File: config.mk
export PLATFORM = sky130hd
export DESIGN_NAME = h263_rtp_payload_header_stripper_core_flat
export DESIGN_NICKNAME = d
export VERILOG_FILES = /design/src/hw/rtl/h263s_pkg.sv /design/src/hw/rtl/h263s_req_if.sv /design/src/hw/rtl/h263s_rsp_if.sv /design/src/hw/rtl/h263s_parser.sv /design/src/hw/rtl/h263s_out_fifo.sv /design/src/hw/rtl/h263_rtp_payload_header_stripper_core.sv /design/src/flat_wrapper.sv
export SDC_FILE = /design/constraint.sdc
export NUM_CORES = 1
export LEC_CHECK = 0
export BUFFER_PORTS_ARGS = -buffer_cell sky130_fd_sc_hd__buf_2
export CAP_MARGIN = 20
export CORE_UTILIZATION = 35
export DETAILED_ROUTE_END_ITERATION = 10
export GPL_ROUTABILITY_DRIVEN = 0
export SLEW_MARGIN = 20
export SYNTH_ARGS = -nofsm -noshare
export SYNTH_HDL_FRONTEND = slang
export SYNTH_HIERARCHICAL = 1
export SYNTH_SLANG_ARGS = --single-unit
File: constraint.sdc
create_clock -name clock -period 9 [get_ports clock]
set_clock_uncertainty 0.05 [all_clocks]
set_input_delay 0 -clock clock [delete_from_list [all_inputs] [get_ports clock]]
set_output_delay 0 -clock clock [all_outputs]
set_load 0.005 [all_outputs]
File: src/hw/rtl/h263s_pkg.sv
// ----------------------------------------------------------------------------
// H.263+ payload header stripper package
// Shared types and constants for the RTP payload header stripper.
// ----------------------------------------------------------------------------
`default_nettype none

package h263s_pkg;

   localparam int unsigned POS_WIDTH = 7;
   localparam int unsigned PLEN_WIDTH = 6;
   localparam int unsigned FIFO_DEPTH = 4;
   localparam int unsigned FIFO_PTR_WIDTH = $clog2(FIFO_DEPTH);
   localparam int unsigned FIFO_CNT_WIDTH = $clog2(FIFO_DEPTH + 1);

   localparam logic [POS_WIDTH-1:0] HDR_BASE_LEN = 7'd2;
   localparam logic [POS_WIDTH-1:0] POS_MAX = 7'd127;
   localparam logic [PLEN_WIDTH-1:0] PLEN_MASK = 6'h3f;
   localparam int unsigned P_BIT = 2;
   localparam int unsigned V_BIT = 1;
   localparam int unsigned PLEN_SHIFT = 3;

   // Up to two output words produced by one input word.
   typedef struct packed {
      logic [1:0] count;
      logic [7:0] data0;
      logic       last0;
      logic [7:0] data1;
      logic       last1;
   } emit_type;

endpackage

`default_nettype wire

File: src/hw/rtl/h263s_req_if.sv
// ----------------------------------------------------------------------------
// Request channel interface
// Valid/ready channel carrying one packet payload byte and its end mark.
// ----------------------------------------------------------------------------
`default_nettype none

interface h263s_req_if;
   logic       valid;
   logic       ready;
   logic [7:0] data_byte;
   logic       end_of_packet;

   modport source (output valid, output data_byte, output end_of_packet, input ready);
   modport sink (input valid, input data_byte, input end_of_packet, output ready);
endinterface

`default_nettype wire

File: src/hw/rtl/h263s_rsp_if.sv
// ----------------------------------------------------------------------------
// Response channel interface
// Valid/ready channel carrying one bitstream byte and its last mark.
// ----------------------------------------------------------------------------
`default_nettype none

interface h263s_rsp_if;
   logic       valid;
   logic       ready;
   logic [7:0] out_byte;
   logic       out_last;

   modport source (output valid, output out_byte, output out_last, input ready);
   modport sink (input valid, input out_byte, input out_last, output ready);
endinterface

`default_nettype wire

File: src/hw/rtl/h263s_parser.sv
// ----------------------------------------------------------------------------
// Payload header parser
// Tracks the byte position within a packet, decodes the payload header and
// decides which output words each accepted input word produces.
// ----------------------------------------------------------------------------
`default_nettype none

module h263s_parser (
   input  wire logic             clock,
   input  wire logic             reset,
   input  wire logic             accept,
   input  wire logic [7:0]       data_byte,
   input  wire logic             end_of_packet,
   output h263s_pkg::emit_type   emit
);
   import h263s_pkg::*;

   logic [POS_WIDTH-1:0]  pos_ff, pos_in;
   logic [7:0]            held_ff, held_in;
   logic [POS_WIDTH-1:0]  hlen_ff, hlen_in;
   logic                  prefix_ff, prefix_in;

   logic [PLEN_WIDTH-1:0] plen;
   logic [POS_WIDTH-1:0]  hdr_len_new;
   logic [POS_WIDTH-1:0]  hlen_eff;
   logic                  prefix_eff;
   logic [POS_WIDTH:0]    pos_plus1;

   always_comb begin
      plen = {held_ff[0], data_byte[7:PLEN_SHIFT]} & PLEN_MASK;
      hdr_len_new = HDR_BASE_LEN + {6'd0, held_ff[V_BIT]} + {1'b0, plen};
      hlen_eff = (pos_ff == 7'd1) ? hdr_len_new : hlen_ff;
      prefix_eff = (pos_ff == 7'd1) ? held_ff[P_BIT] : prefix_ff;
      pos_plus1 = {1'b0, pos_ff} + 8'd1;
   end

   always_comb begin
      emit = '0;
      if (pos_ff == '0) begin
         if (end_of_packet) begin
            emit.count = 2'd1;
            emit.data0 = data_byte;
            emit.last0 = 1'b1;
         end
      end else if (pos_plus1 == {1'b0, hlen_eff}) begin
         if (prefix_eff) begin
            emit.count = 2'd2;
            emit.last1 = end_of_packet;
         end
      end else if (pos_ff >= hlen_eff) begin
         emit.count = 2'd1;
         emit.data0 = data_byte;
         emit.last0 = end_of_packet;
      end
   end

   always_comb begin
      pos_in = pos_ff;
      held_in = held_ff;
      hlen_in = hlen_ff;
      prefix_in = prefix_ff;
      if (accept) begin
         if (pos_ff == '0) begin
            held_in = data_byte;
         end
         if (pos_ff == 7'd1) begin
            hlen_in = hdr_len_new;
            prefix_in = held_ff[P_BIT];
         end
         if (end_of_packet) begin
            pos_in = '0;
            held_in = '0;
            hlen_in = HDR_BASE_LEN;
            prefix_in = 1'b0;
         end else if (pos_ff < POS_MAX) begin
            pos_in = pos_ff + 7'd1;
         end
      end
   end

   always_ff @(posedge clock) begin
      if (reset) begin
         pos_ff <= '0;
         held_ff <= '0;
         hlen_ff <= HDR_BASE_LEN;
         prefix_ff <= 1'b0;
      end else begin
         pos_ff <= pos_in;
         held_ff <= held_in;
         hlen_ff <= hlen_in;
         prefix_ff <= prefix_in;
      end
   end

endmodule

`default_nettype wire

File: src/hw/rtl/h263s_out_fifo.sv
// ----------------------------------------------------------------------------
// Output word queue
// Small register queue that takes up to two words per cycle from the parser while it
// has room and hands one word per cycle to the response channel while it is ready.
// ----------------------------------------------------------------------------
`default_nettype none

module h263s_out_fifo (
   input  wire logic                 clock,
   input  wire logic                 reset,
   input  wire logic                 push,
   input  h263s_pkg::emit_type       emit,
   output logic                      has_room,
   h263s_rsp_if.source               rsp
);
   import h263s_pkg::*;

   logic [7:0]                data_ff [FIFO_DEPTH];
   logic                      last_ff [FIFO_DEPTH];
   logic [FIFO_PTR_WIDTH-1:0] wr_ptr_ff, wr_ptr_in;
   logic [FIFO_PTR_WIDTH-1:0] rd_ptr_ff, rd_ptr_in;
   logic [FIFO_CNT_WIDTH-1:0] count_ff, count_in;
   logic [FIFO_PTR_WIDTH-1:0] wr_ptr_next;
   logic [1:0]                push_n;
   logic                      pop;

   always_comb begin
      push_n = push ? emit.count : 2'd0;
      pop = rsp.valid && rsp.ready;
      wr_ptr_next = wr_ptr_ff + FIFO_PTR_WIDTH'(1);
      wr_ptr_in = wr_ptr_ff + FIFO_PTR_WIDTH'(push_n);
      rd_ptr_in = rd_ptr_ff + FIFO_PTR_WIDTH'(pop);
      count_in = count_ff + FIFO_CNT_WIDTH'(push_n) - FIFO_CNT_WIDTH'(pop);
      has_room = count_ff <= FIFO_CNT_WIDTH'(FIFO_DEPTH - 2);
      rsp.valid = count_ff != '0;
      rsp.out_byte = data_ff[rd_ptr_ff];
      rsp.out_last = last_ff[rd_ptr_ff];
   end

   always_ff @(posedge clock) begin
      if (push_n != 2'd0) begin
         data_ff[wr_ptr_ff] <= emit.data0;
         last_ff[wr_ptr_ff] <= emit.last0;
      end
      if (push_n == 2'd2) begin
         data_ff[wr_ptr_next] <= emit.data1;
         last_ff[wr_ptr_next] <= emit.last1;
      end
   end

   always_ff @(posedge clock) begin
      if (reset) begin
         wr_ptr_ff <= '0;
         rd_ptr_ff <= '0;
         count_ff <= '0;
      end else begin
         wr_ptr_ff <= wr_ptr_in;
         rd_ptr_ff <= rd_ptr_in;
         count_ff <= count_in;
      end
   end

endmodule

`default_nettype wire

File: src/hw/rtl/h263_rtp_payload_header_stripper_core.sv
// Output: each result word is registered in the output queue before it is offered.
// Throughput: one input word per cycle while the response side keeps up; a word
// that yields the two-byte zero prefix adds a second output word, absorbed by the
// four-entry output queue, which accepts input while it has room for two words.
// Reset: synchronous; clears the packet position, header state and the queue.
// ----------------------------------------------------------------------------
// H.263+ RTP payload header stripper
// Removes the payload header, VRC byte and extra picture header from each
// packet and restores the zero start-code prefix when the P bit is set.
// ----------------------------------------------------------------------------
`default_nettype none

module h263_rtp_payload_header_stripper_core (
   input  wire logic   clock,
   input  wire logic   reset,
   h263s_req_if.sink   req_ch,
   h263s_rsp_if.source rsp_ch
);
   import h263s_pkg::*;

   emit_type emit;
   logic     has_room;
   logic     accept;

   assign req_ch.ready = has_room;
   assign accept = req_ch.valid && has_room;

   h263s_parser u_parser (
      .clock         (clock),
      .reset         (reset),
      .accept        (accept),
      .data_byte     (req_ch.data_byte),
      .end_of_packet (req_ch.end_of_packet),
      .emit          (emit)
   );

   h263s_out_fifo u_out_fifo (
      .clock    (clock),
      .reset    (reset),
      .push     (accept),
      .emit     (emit),
      .has_room (has_room),
      .rsp      (rsp_ch)
   );

endmodule

`default_nettype wire
File: src/flat_wrapper.sv
// flat-port wrapper written by rule: the top's interface ports become plain ports
module h263_rtp_payload_header_stripper_core_flat import h263s_pkg::*;
  (clock, reset, req_ch_valid, req_ch_data_byte, req_ch_end_of_packet, req_ch_ready, rsp_ch_valid, rsp_ch_out_byte, rsp_ch_out_last, rsp_ch_ready);
  h263s_req_if req_ch_i ();
  h263s_rsp_if rsp_ch_i ();
  input  wire logic clock;
  input  wire logic reset;
  input wire logic [$bits(req_ch_i.valid)-1:0] req_ch_valid;
  input wire logic [$bits(req_ch_i.data_byte)-1:0] req_ch_data_byte;
  input wire logic [$bits(req_ch_i.end_of_packet)-1:0] req_ch_end_of_packet;
  output wire logic [$bits(req_ch_i.ready)-1:0] req_ch_ready;
  output wire logic [$bits(rsp_ch_i.valid)-1:0] rsp_ch_valid;
  output wire logic [$bits(rsp_ch_i.out_byte)-1:0] rsp_ch_out_byte;
  output wire logic [$bits(rsp_ch_i.out_last)-1:0] rsp_ch_out_last;
  input wire logic [$bits(rsp_ch_i.ready)-1:0] rsp_ch_ready;
  assign req_ch_i.valid = req_ch_valid;
  assign req_ch_i.data_byte = req_ch_data_byte;
  assign req_ch_i.end_of_packet = req_ch_end_of_packet;
  assign req_ch_ready = req_ch_i.ready;
  assign rsp_ch_valid = rsp_ch_i.valid;
  assign rsp_ch_out_byte = rsp_ch_i.out_byte;
  assign rsp_ch_out_last = rsp_ch_i.out_last;
  assign rsp_ch_i.ready = rsp_ch_ready;
  h263_rtp_payload_header_stripper_core u_core (.clock(clock), .reset(reset), .req_ch(req_ch_i), .rsp_ch(rsp_ch_i));
endmodule
# Word level (Yosys, flattened, before mapping)
# Memories as Yosys holds them, arrays and structs flattened. A register that Yosys moved wholly into a read port is not among the register bits.
# Index checks and enable logic that the tools add are counted.
# totals
register_bits,25
latchBits,0
ramBits,36
romBits,0
out_inout_bits,11
elab_cells,57
memories,2
# memory_table
memory,depth,word_bits,read_ports,rd_clocked_by_memory_dff,wr,line,source
u_core.u_out_fifo.data_ff,4,8,1,1,2,h263s_out_fifo.sv:18,logic [7:0] data_ff [FIFO_DEPTH];
u_core.u_out_fifo.last_ff,4,1,1,1,2,h263s_out_fifo.sv:19,logic last_ff [FIFO_DEPTH];
# classes
n_addsub,9
mul,0
div,0
magnitude_cmp,3
n_eq_ne,3
shifts,0
n_mux,24
bitwise_logic,0
n_reduce_logical,9
# op_table
op,count
7-bit 2-to-1 mux,4
10-bit 2-to-1 mux,2
11-bit 2-to-1 mux,1
2-bit 2-to-1 mux,5
1-bit 2-to-1 mux,9
9-bit 2-to-1 mux,1
7-bit by 1-bit adder with 8-bit output (second input constant),1
8-bit by 7-bit == test with 1-bit output,1
3-bit by 6-bit adder with 7-bit output,1
7-bit by 1-bit adder with 7-bit output (second input constant),1
7-bit by 1-bit == test with 1-bit output (second input constant),1
7-bit >= comparator,1
7-bit zero test,1
7-bit less-than comparator (second input constant),1
3-bit 2-to-1 mux,2
2-bit nonzero test,3
2-bit AND reduction,2
2-bit by 1-bit adder with 3-bit output (first input constant),1
3-bit by 2-bit adder with 3-bit output,1
3-bit by 2-bit <= comparator with 1-bit output (second input constant),1
3-bit nonzero test,1
3-bit by 1-bit subtractor with 3-bit output,1
2-bit by 1-bit adder with 2-bit output,1
2-bit by 1-bit adder with 2-bit output (second input constant),1
3 further kinds,4

# Logic depth before layout (Yosys ltp)
# Gate-level depths: netlist of run 1.
# logic_depth
word_depth,11
depth_mapped,23
mapped_depth_nobuf,21

# Cells and area by module
# The synthesis of run 1 kept the hierarchy.
# modules_own_cells
mod,instances,cells_each,area_per_inst_um2
h263s_out_fifo,1,138,2250.9
h263s_parser,1,202,1503.9
h263_rtp_payload_header_stripper_core,1,1,6.3

# Worst setup path after synthesis of run 1
# No wires, ideal clock.
# synth_path
path_kind,register to register
start,register u_core.u_parser.pos_ff[6]
end,register u_core.u_out_fifo.count_ff[2]
setup_time_ps,115
t_arrival_ps,4386
path_slack_ps,4449
path_stages_with_launch,22
n_path_buf,3
period_less_slack_ps,4551
cell_sequence,dfxtp_1 -> or4_1 -> buf_2 -> or4_4 -> and2_1 -> ha_1 -> nand4_1 -> nor2_1 -> a2111oi_0 -> o41a_1 -> a41o_1 -> buf_6 -> a21oi_1 -> buf_2 -> and2_1 -> xnor2_1 -> ha_1 -> inv_1 -> fa_1 -> xnor2_1 -> xnor2_1 -> nor2_1
# synth_rtl
item,line,source
from (decl),h263s_parser.sv:18,"logic [POS_WIDTH-1:0] pos_ff, pos_in;"
from (signal assigned),h263s_parser.sv:88,pos_ff <= pos_in;
to (signal assigned),h263s_out_fifo.sv:59,count_ff <= count_in;
to (decl),h263s_out_fifo.sv:22,"logic [FIFO_CNT_WIDTH-1:0] count_ff, count_in;"

==> results_tabular.tex, run 1 <==
\begin{tabular}{lr}
\hline
Metric & Value \\
\hline
\multicolumn{2}{l}{\textbf{Outcome}} \\
\quad Result of the run & finished clean \\
\multicolumn{2}{l}{\textbf{Drt}} \\
\quad Detailed router's first-iteration violation count & 133 \\
\quad DRC violations left & 0 \\
\quad Number of nets with antenna violations after detailed routing & 0 \\
\quad Via count & 2,708 \\
\quad Detailed Routing Iterations Pass 1 & 4 \\
\quad Routed via count divided by cell count & 5.36 \\
\quad Wire length after detailed routing & 8290 µm \\
\quad Routed len/inst & 16.4 µm \\
\multicolumn{2}{l}{\textbf{Placement}} \\
\quad Number of I/O port buffers & 23 \\
\quad Placed cell count & 486 \\
\quad HPWL after DPL & roughly 5900 µm \\
\multicolumn{2}{l}{\textbf{Floorplanning}} \\
\quad Area of the core & 0.0104 mm² \\
\quad Starting Density & 36.3\% \\
\quad Placement row count & 37 \\
\quad Area of the die & 0.0112 mm² \\
\quad Die width & 106 µm \\
\quad Num ports & 24 \\
\quad Vertical extent of the die & roughly 110 µm \\
\multicolumn{2}{l}{\textbf{Timing}} \\
\quad Transition time at the pin with the least slew margin & around 0.9 ns \\
\quad Post-Route Setup TNS & 0 ns \\
\quad Slew headroom & between 30\% and 40\% \\
\quad Hold Violations, Final & 0 \\
\quad Fmax & 0.185 GHz \\
\quad Max-slew violations & 0 \\
\quad Period minus WS final & about 5.4 ns \\
\quad RSZ-0062 raised after global routing & no \\
\quad Final clock period utilization by the worst path & 60.0\% \\
\quad Setup-violating endpoint count in the final report & 0 \\
\multicolumn{2}{l}{\textbf{Setup path}} \\
\quad R2R depth & 16 \\
\quad Worst Setup Path Type & flip-flop to flip-flop \\
\quad Crit-path slowest cell & sky130\_fd\_sc\_hd\_\_a21oi\_1 \\
\quad Most repeated library cell on the critical path & sky130\_fd\_sc\_hd\_\_xnor2\_1 \\
\quad Slowest stage delay, CP & 0.74 ns \\
\quad Crit path arrival time & 5.57 ns \\
\quad Cell-by-cell listing of the critical path & or4\_1 -> or4\_4 -> and2\_1 -> ha\_1 -> nand4\_1 -> o41a\_1 -> a41o\_1 -> a21oi\_1 -> and2\_1 -> xnor2\_1 -> ha\_1 -> inv\_1 -> fa\_1 -> xnor2\_1 -> xnor2\_1 -> nor2\_1 \\
\quad R2R setup slack & 3.60 ns \\
\quad Critical Path Start Type & flip-flop \\
\quad Element type at the critical path end & flip-flop \\
\quad Required time of the critical path & 9.17 ns \\
\quad Largest fanout of any net on the critical path & 12 \\
\multicolumn{2}{l}{\textbf{Yosys}} \\
\quad Synth area leaders & sky130\_fd\_sc\_hd\_\_edfxtp\_1 29\%, sky130\_fd\_sc\_hd\_\_dfxtp\_1 13\%, sky130\_fd\_sc\_hd\_\_mux2\_2 8.4\% \\
\quad Count of state elements after synthesis & 61 \\
\quad Warning count from the yosys run & 6 \\
\quad Portion of synthesized cell area occupied by the leading cell type & between 20\% and 30\% \\
\quad Share of the yosys chip area belonging to registers & 42.0\% \\
\quad Synth unique cells & 61 \\
\quad Synth area leader & sky130\_fd\_sc\_hd\_\_edfxtp\_1 \\
\quad Number of cells produced by synthesis & 341 \\
\quad Leading register cell type out of synthesis & sky130\_fd\_sc\_hd\_\_edfxtp\_1 \\
\quad Mapped cell area & 0.00376 mm² \\
\quad Async S/R FF share, synth & 0\% \\
\quad Post-synthesis area per instance & 11.0 µm² \\
\quad Number of flops mapped to enable cells by yosys & 36 \\
\multicolumn{2}{l}{\textbf{CTS}} \\
\quad Post-CTS Repair Setup Buffers & 0 \\
\quad TritonCTS Buffers & 9 \\
\quad CTS H-Tree Depth & 3 \\
\quad Clock slew at the register clock pins of the worst setup and hold paths & 0.07 ns \\
\quad CTS tree & built \\
\quad Master cell of the clock root buffer & sky130\_fd\_sc\_hd\_\_clkbuf\_8 \\
\quad Number of buffers on the longest clock path & 2 \\
\quad Clk Latency, worst-skew pair & 0.34 ns \\
\quad Clk sink count & 61 \\
\quad Resized Gates After CTS & 0 \\
\multicolumn{2}{l}{\textbf{Cells and area}} \\
\quad Final core utilization & 40.3\% \\
\quad Number of diodes added for antenna fixing & 0 \\
\quad Fraction of final layout cells sized beyond drive strength 1 & 25.2\% \\
\quad Nets & 392 \\
\quad Non-Filler Instances & about 510 \\
\quad Area Overhead vs Synth & 11.1\% \\
\multicolumn{2}{l}{\textbf{Global routing}} \\
\quad Global route overflow & 0 \\
\quad Met2 global-route usage & around 28\% \\
\quad Routing usage on met1 & a little under a fifth \\
\quad Global-route wire length before repair & 13,700 µm \\
\quad Largest net degree at the start of global routing & 26 \\
\quad Vias in the first global route & about 2,700 \\
\quad Most crowded layer after global routing & met2 \\
\quad Overall global routing resource usage & 16.1\% \\
\quad Antenna violations before repair & 0 \\
\quad Met3 usage in global routing & between 4 and 5\% \\
\multicolumn{2}{l}{\textbf{Power and ir drop}} \\
\quad Portion of total power attributed to combinational logic & 26.5\% \\
\quad Power per unit of standard cell area & roughly 200 mW/mm² \\
\quad Part of the power in registers & 41.9\% \\
\quad Clock share of power & 31.6\% \\
\quad Switching power summed over all nets & 0.254 mW \\
\quad Fraction of power spent switching nets & $\sim$30\% \\
\quad Internal power contribution & slightly below 0.6 mW \\
\quad Max VDD drop & 0.0769 mV \\
\quad Reported leakage power & 1.58 nW \\
\multicolumn{2}{l}{\textbf{Hold path}} \\
\quad Hold depth & 4 \\
\quad Class of the most critical hold timing path & input port to flip-flop \\
\multicolumn{2}{l}{\textbf{Flow run}} \\
\quad Number of max-capacitance violations reported & 0 \\
\hline
\end{tabular}
## final timing paths
check / start / to
hold reg to reg: u_core/u_parser/hlen_ff[2]$_SDFFE_PP0P_ / u_core/u_parser/hlen_ff[2]$_SDFFE_PP0P_
setup / recovery: u_core/u_parser/pos_ff[4]$_SDFFE_PP0P_ / u_core/u_out_fifo/count_ff[2]$_SDFF_PP0_
hold / removal: rsp_ch_ready / u_core/u_out_fifo/rd_ptr_ff[1]$_SDFF_PP0_
setup reg to reg: u_core/u_parser/pos_ff[4]$_SDFFE_PP0P_ / u_core/u_out_fifo/count_ff[2]$_SDFF_PP0_
## final cells by class
type	count	area, µm²
sequential	61	1580
timing repair buffer	26	145
multi-input combinational	255	2030
fill	1063	6190
inverter	11	41.3
tap	136	170
clock inverter	7	90.1
clock buffer	9	124
## synthesized netlist by cell type (all sizes together) (2+ instances only)
library cell	n
nand2b	4
inv	11
o21ai	12
dfxtp	25
o21bai	2
o211ai	2
nand4	4
a22oi	7
nor4	2
nor2b	4
mux2	37
mux4	9
or3	3
o21a	5
buf	15
nand2	20
a21oi	13
clkbuf	6
a2bb2oi	3
nor3b	2
xnor2	8
nor3	7
a31oi	2
xor2	8
nand3b	4
edfxtp	36
and2	3
ha	14
nor2	41
or4	3
nand3	5
a21o	5
## flip-flops by register name, indices dropped and copies added (netlist names)
register and flops:
u_core/u_out_fifo/data_ff 32, u_core/u_parser/pos_ff 7, u_core/u_out_fifo/count_ff 3, u_core/u_parser/prefix_ff 1, u_core/u_parser/hlen_ff 7, u_core/u_out_fifo/last_ff 4, u_core/u_out_fifo/wr_ptr_ff 2, u_core/u_out_fifo/rd_ptr_ff 2
u_core/u_parser/held_ff 3
## cells in the final DEF (no fill, tap or decap), types with 6 or more instances in the layout
master,synthesis,final
sky130_fd_sc_hd__nor3_1,6,6
sky130_fd_sc_hd__mux2_4,9,9
sky130_fd_sc_hd__edfxtp_1,36,36
sky130_fd_sc_hd__clkbuf_8,0,9
sky130_fd_sc_hd__a22oi_1,7,7
sky130_fd_sc_hd__xnor2_1,8,8
sky130_fd_sc_hd__conb_1,1,8
sky130_fd_sc_hd__mux4_2,9,9
sky130_fd_sc_hd__inv_1,10,10
sky130_fd_sc_hd__dfxtp_1,25,25
sky130_fd_sc_hd__o21ai_0,12,12
sky130_fd_sc_hd__xor2_1,8,8
sky130_fd_sc_hd__a21oi_1,13,13
sky130_fd_sc_hd__buf_2,3,23
sky130_fd_sc_hd__nand2_1,19,19
sky130_fd_sc_hd__nor2_1,41,41
sky130_fd_sc_hd__ha_1,14,14
sky130_fd_sc_hd__mux2_2,28,28
## worst max-delay path: cells and delay by family, from the launching register on
kind            cells  cell delay [ns]
simple gates        6             1.97
buf+inv             1             0.05
xor+xnor            3             0.45
flops               1             0.42
compound gates      3             1.48
fa+ha+maj           3             0.83
## power by group through the flow
stage | clock [mW] | combinational (mW) | sequential (mW)
finish | 0.268 | 0.224 | 0.355
global route | 0.287 | 0.250 | 0.361
CTS | 0.275 | 0.226 | 0.357
detailed placement | 0 | 0.223 | 0.363
global placement | 0 | 0.221 | 0.361
floorplan | 0 | 0.188 | 0.340
## cell families after synthesis
kind of cell / share of synthesized area, %
buf+inv: 4.72
mux: 17.6
other cells: 0.0997
compound gates: 11.6
fa+ha+maj: 5.19
flops: 42.0
xor+xnor: 3.73
simple gates: 15.0
## stage by stage
step           hold WS [ns]  worst slack (ns)  power, mW  cell area, µm²
4_1_cts             0.00497              3.59      0.858            4180
2_1_floorplan        0.0167              4.45      0.528            3790
6_report             0.0228              3.60      0.847            4180
5_1_grt              0.0512              3.30      0.898            4180
3_3_place_gp          0.232              3.78      0.583            3940
3_5_place_dp          0.238              3.65      0.586            3940
## timing repair
| action | 4_1_cts | 5_1_grt |
|---|---|---|
| endpoints found under the setup margin | 0 | 0 |
| hold buffers | 3 | 0 |
| endpoints found under the hold margin | 3 | 0 |
## routing by layer
layer	up-vias	wire length (µm)	part of all wire, %
met3	16	255	3.1
met5	-	0	0
met2	48	4190	51
met4	0	163	2.0
met1	1335	3680	44
li1	1309	-	-
No activity file was read; power rests on OpenSTA's default activity.
==> run 2: changes to the inputs <==
clock period = 5 ns   (was 9 ns; I/O delays follow)
==> run 2 against run 1 <==
Die area stayed put. Wire length up 2.1%. Sequential share of layout area decreased by 0.34 points. Clock power up 57%. Sequential cell count did not move. Critical path depth increased by 2. Register-to-register slack lost 3.2 ns. Worst setup slack got worse by 3.2 ns. Combinational power increased by 84%. Sequential power rose by 80%. Final area increased by 0.90%. Largest cell class unchanged. Largest power group unchanged. Highest routed layer unchanged.
==> results_tabular.tex, run 2 (synthesized netlist as in run 1, its figures left out) <==
\begin{tabular}{lr}
\hline
Metric & Value \\
\hline
\multicolumn{2}{l}{\textbf{CTS}} \\
\quad Resized Gates After CTS & 0 (unchanged) \\
\quad Clk Latency, worst-skew pair & 0.34 ns (about the same) \\
\quad Number of buffers on the longest clock path & 2 (unchanged) \\
\quad Post-CTS Repair Setup Buffers & 0 (unchanged) \\
\quad CTS tree & built \\
\quad TritonCTS Buffers & 9 (unchanged) \\
\quad Number of hold-repair buffers added at the cts stage & 3 (unchanged) \\
\quad CTS H-Tree Depth & 3 (unchanged) \\
\quad Clk sink count & 61 (unchanged) \\
\quad Master cell of the clock root buffer & sky130\_fd\_sc\_hd\_\_clkbuf\_8 \\
\quad Clock slew at the register clock pins of the worst setup and hold paths & 0.07 ns (about the same) \\
\multicolumn{2}{l}{\textbf{Global routing}} \\
\quad Overall global routing resource usage & 16.1\% (about the same) \\
\quad Global route overflow & 0 (unchanged) \\
\quad Global-route wire length before repair & 13,600 µm (-0.21\%) \\
\quad Largest net degree at the start of global routing & 26 (unchanged) \\
\quad Antenna violations before repair & 0 (unchanged) \\
\quad Vias in the first global route & 2,682 (-2.0\%) \\
\multicolumn{2}{l}{\textbf{Setup path}} \\
\quad Slowest stage delay, CP & 0.57 ns (-0.17 ns) \\
\quad Endpoint of the worst register-to-register path & u\_core/u\_out\_fifo/count\_ff[2]\$\_SDFF\_PP0\_ \\
\quad R2R setup slack & 0.44 ns (-3.15 ns) \\
\quad Element type at the critical path end & flip-flop \\
\quad R2R depth & 18 (+2) \\
\quad Largest fanout of any net on the critical path & 12 (unchanged) \\
\quad Worst Setup Path Type & flip-flop to flip-flop \\
\quad Most repeated library cell on the critical path & sky130\_fd\_sc\_hd\_\_xnor2\_1 \\
\quad Cell-by-cell listing of the critical path & or4\_1 -> or4\_4 -> and2\_1 -> ha\_1 -> nand4\_1 -> nor2\_1 -> a2111oi\_0 -> o41a\_1 -> a41o\_1 -> a21oi\_1 -> and2\_1 -> xnor2\_1 -> ha\_1 -> inv\_1 -> fa\_1 -> xnor2\_1 -> xnor2\_1 -> nor2\_1 \\
\quad Startpoint of the worst-slack reg-to-reg timing path & u\_core/u\_parser/pos\_ff[4]\$\_SDFFE\_PP0P\_ \\
\quad Crit path arrival time & 4.72 ns (-0.85 ns) \\
\quad Critical Path Start Type & flip-flop \\
\quad Kind of cell with the highest combined delay on the critical path & simple AND/OR/NAND/NOR gates \\
\quad Crit-path slowest cell & sky130\_fd\_sc\_hd\_\_or4\_4 \\
\quad Worst path buffer plus inverter count & 1 (unchanged) \\
\quad Required time of the critical path & 5.16 ns (-4.01 ns) \\
\multicolumn{2}{l}{\textbf{Placement}} \\
\quad HPWL after DPL & 6150 µm (+4.5\%) \\
\quad Cell Area, Placed & 0.00400 mm² (+1.7\%) \\
\quad Placed cell count & 495 (+1.9\%) \\
\quad Number of I/O port buffers & 23 (unchanged) \\
\quad Worst-case setup slack after placement & 0.522 ns (-3.13 ns) \\
\multicolumn{2}{l}{\textbf{Floorplanning}} \\
\quad Vertical extent of the die & 106 µm (unchanged) \\
\quad Starting Density & 36.3\% (unchanged) \\
\quad Area of the die & 0.0112 mm² (unchanged) \\
\quad Num ports & 24 (unchanged) \\
\quad Placement row count & 37 (unchanged) \\
\quad Area of the core & 0.0104 mm² (unchanged) \\
\quad Die width & 106 µm (unchanged) \\
\multicolumn{2}{l}{\textbf{Power and ir drop}} \\
\quad Fraction of power spent switching nets & 30.5\% (+0.56 points) \\
\quad Total Power Consumption & 1.47 mW (+74\%) \\
\quad Reported leakage power & 1.61 nW (+2.2\%) \\
\quad Power per unit of standard cell area & 350 mW/mm² (+73\%) \\
\quad Max VDD drop & 0.116 mV (+50\%) \\
\quad Clock share of power & 28.6\% (-3.0 points) \\
\quad Switching power summed over all nets & 0.450 mW (+77\%) \\
\quad Internal power contribution & 1.03 mW (+73\%) \\
\quad Part of the power in registers & 43.4\% (+1.5 points) \\
\quad Portion of total power attributed to combinational logic & 28.0\% (+1.5 points) \\
\multicolumn{2}{l}{\textbf{Hold path}} \\
\quad Worst min-delay path startpoint & rsp\_ch\_ready \\
\quad Class of the most critical hold timing path & input port to flip-flop \\
\quad Hold depth & 4 (unchanged) \\
\quad Worst hold path endpoint & u\_core/u\_out\_fifo/rd\_ptr\_ff[1]\$\_SDFF\_PP0\_ \\
\multicolumn{2}{l}{\textbf{Cells and area}} \\
\quad Max reg flops & 32 (unchanged) \\
\quad Number of diodes added for antenna fixing & 0 (unchanged) \\
\quad Area Overhead vs Synth & 12.1\% \\
\quad Non-Filler Instances & 514 (+1.8\%) \\
\quad Final Instance Area & 0.00422 mm² (+0.90\%) \\
\quad Most flop-heavy register & u\_core/u\_out\_fifo/data\_ff \\
\quad Fill cell total of the finished layout & 1,046 (-1.6\%) \\
\quad Commonest cells after routing, fill and taps aside & 41 x sky130\_fd\_sc\_hd\_\_nor2\_1, 36 x sky130\_fd\_sc\_hd\_\_edfxtp\_1, 28 x sky130\_fd\_sc\_hd\_\_mux2\_2, 25 x sky130\_fd\_sc\_hd\_\_dfxtp\_1, 23 x sky130\_fd\_sc\_hd\_\_buf\_2 \\
\quad Largest registers & u\_core/u\_out\_fifo/data\_ff (32), u\_core/u\_parser/hlen\_ff (7), u\_core/u\_parser/pos\_ff (7) \\
\quad Nets & 401 (+2.3\%) \\
\quad Fraction of final layout cells sized beyond drive strength 1 & 26.7\% (+1.5 points) \\
\quad Most common cell after layout, fill and taps aside & sky130\_fd\_sc\_hd\_\_nor2\_1 \\
\multicolumn{2}{l}{\textbf{Drt}} \\
\quad Via count & 2,637 (-2.6\%) \\
\quad Wire length after detailed routing & 8470 µm (+2.1\%) \\
\quad Routed via count divided by cell count & 5.13 (-4.3\%) \\
\quad Number of nets with antenna violations after detailed routing & 0 (unchanged) \\
\quad Detailed Routing Iterations Pass 1 & 4 (unchanged) \\
\quad Routed len/inst & 16.5 µm (+0.32\%) \\
\quad Detailed router's first-iteration violation count & 83 (-38\%) \\
\quad DRC violations left & 0 (unchanged) \\
\multicolumn{2}{l}{\textbf{Timing}} \\
\quad Post-Route Setup TNS & 0 ns (unchanged) \\
\quad Setup-violating endpoint count in the final report & 0 (unchanged) \\
\quad Period minus WS final & 4.56 ns (-0.847 ns) \\
\quad Final clock period utilization by the worst path & 91.1\% (+31 points) \\
\quad Max-slew violations & 0 (unchanged) \\
\quad Slew headroom & 48.7\% (+9.4 points) \\
\quad Transition time at the pin with the least slew margin & 0.768 ns (-0.143 ns) \\
\quad Fmax & 0.219 GHz (+19\%) \\
\quad Worst Slack Setup Final & 0.444 ns (-3.15 ns) \\
\quad RSZ-0062 raised after global routing & no \\
\quad Hold Violations, Final & 0 (unchanged) \\
\multicolumn{2}{l}{\textbf{Flow run}} \\
\quad Number of max-capacitance violations reported & 0 (unchanged) \\
\multicolumn{2}{l}{\textbf{Outcome}} \\
\quad Result of the run & finished clean \\
\hline
\end{tabular}
## run 2: power groups by stage
stage / Combinational, mW / Clock [mW] / Sequential (mW)
floorplan: 0.338 / 0 / 0.611
detailed placement: 0.412 / 0 / 0.653
CTS: 0.417 / 0.436 / 0.642
global placement: 0.405 / 0 / 0.650
global route: 0.460 / 0.452 / 0.649
finish: 0.413 / 0.422 / 0.640
## run 2: per-stage QoR
| step | hold slack (ns) | utilization, % |
|---|---|---|
| 6_report | 0.00478 | 40.7 |
| 5_1_grt | 0.0174 | 40.7 |
| 4_1_cts | 0.000277 | 40.7 |
| 2_1_floorplan | 0.0167 | - |
| 3_3_place_gp | 0.239 | 38.6 |
| 3_5_place_dp | 0.251 | 38.6 |
## run 2: layout make-up
type	count	area (µm²)	share of cell area (%)
multi-input cells	255	2030	48.1
repair buffers	35	213	5.04
inverters	11	41.3	0.979
clock buffers	11	131	3.11
clock inverters	5	52.6	1.25
flip-flops and latches	61	1580	37.5
well taps	136	170	4.03
## run 2: worst register-to-register path, cell delays in order (launching register included)
cell and delay (ns):
sky130_fd_sc_hd__dfxtp_1 0.42, sky130_fd_sc_hd__or4_1 0.55, sky130_fd_sc_hd__or4_4 0.57, sky130_fd_sc_hd__and2_1 0.19, sky130_fd_sc_hd__ha_1 0.29, sky130_fd_sc_hd__nand4_1 0.13
sky130_fd_sc_hd__nor2_1 0.05, sky130_fd_sc_hd__a2111oi_0 0.42, sky130_fd_sc_hd__o41a_1 0.23, sky130_fd_sc_hd__a41o_1 0.12, sky130_fd_sc_hd__a21oi_1 0.06, sky130_fd_sc_hd__and2_1 0.22
sky130_fd_sc_hd__xnor2_1 0.17, sky130_fd_sc_hd__ha_1 0.17, sky130_fd_sc_hd__inv_1 0.05, sky130_fd_sc_hd__fa_1 0.37, sky130_fd_sc_hd__xnor2_1 0.18, sky130_fd_sc_hd__xnor2_1 0.14
sky130_fd_sc_hd__nor2_1 0.05
## run 2: metal layers
metal | up-vias | GRT usage, % | share of wire (%)
li1 | 1318 | - | -
met5 | - | 0 | 0
met3 | 10 | 2.66 | 2.7
met2 | 39 | 28.6 | 51
met4 | 0 | 7.44 | 1.4
met1 | 1270 | 18.8 | 45
## run 2: worst max-delay path by stage
stage                                                 startpoint                                        to  slack [ns]  cells past startpoint
final                     u_core/u_parser/pos_ff[4]$_SDFFE_PP0P_  u_core/u_out_fifo/count_ff[2]$_SDFF_PP0_        0.44                     18
after floorplan           u_core/u_parser/pos_ff[6]$_SDFFE_PP0P_  u_core/u_out_fifo/count_ff[2]$_SDFF_PP0_        0.45                     21
after global placement    u_core/u_parser/pos_ff[4]$_SDFFE_PP0P_  u_core/u_out_fifo/count_ff[2]$_SDFF_PP0_        0.60                     18
after detailed placement  u_core/u_parser/pos_ff[4]$_SDFFE_PP0P_  u_core/u_out_fifo/count_ff[2]$_SDFF_PP0_        0.52                     18
after CTS                 u_core/u_parser/pos_ff[4]$_SDFFE_PP0P_  u_core/u_out_fifo/count_ff[2]$_SDFF_PP0_        0.50                     18
after global routing      u_core/u_parser/pos_ff[4]$_SDFFE_PP0P_  u_core/u_out_fifo/count_ff[2]$_SDFF_PP0_        0.08                     18
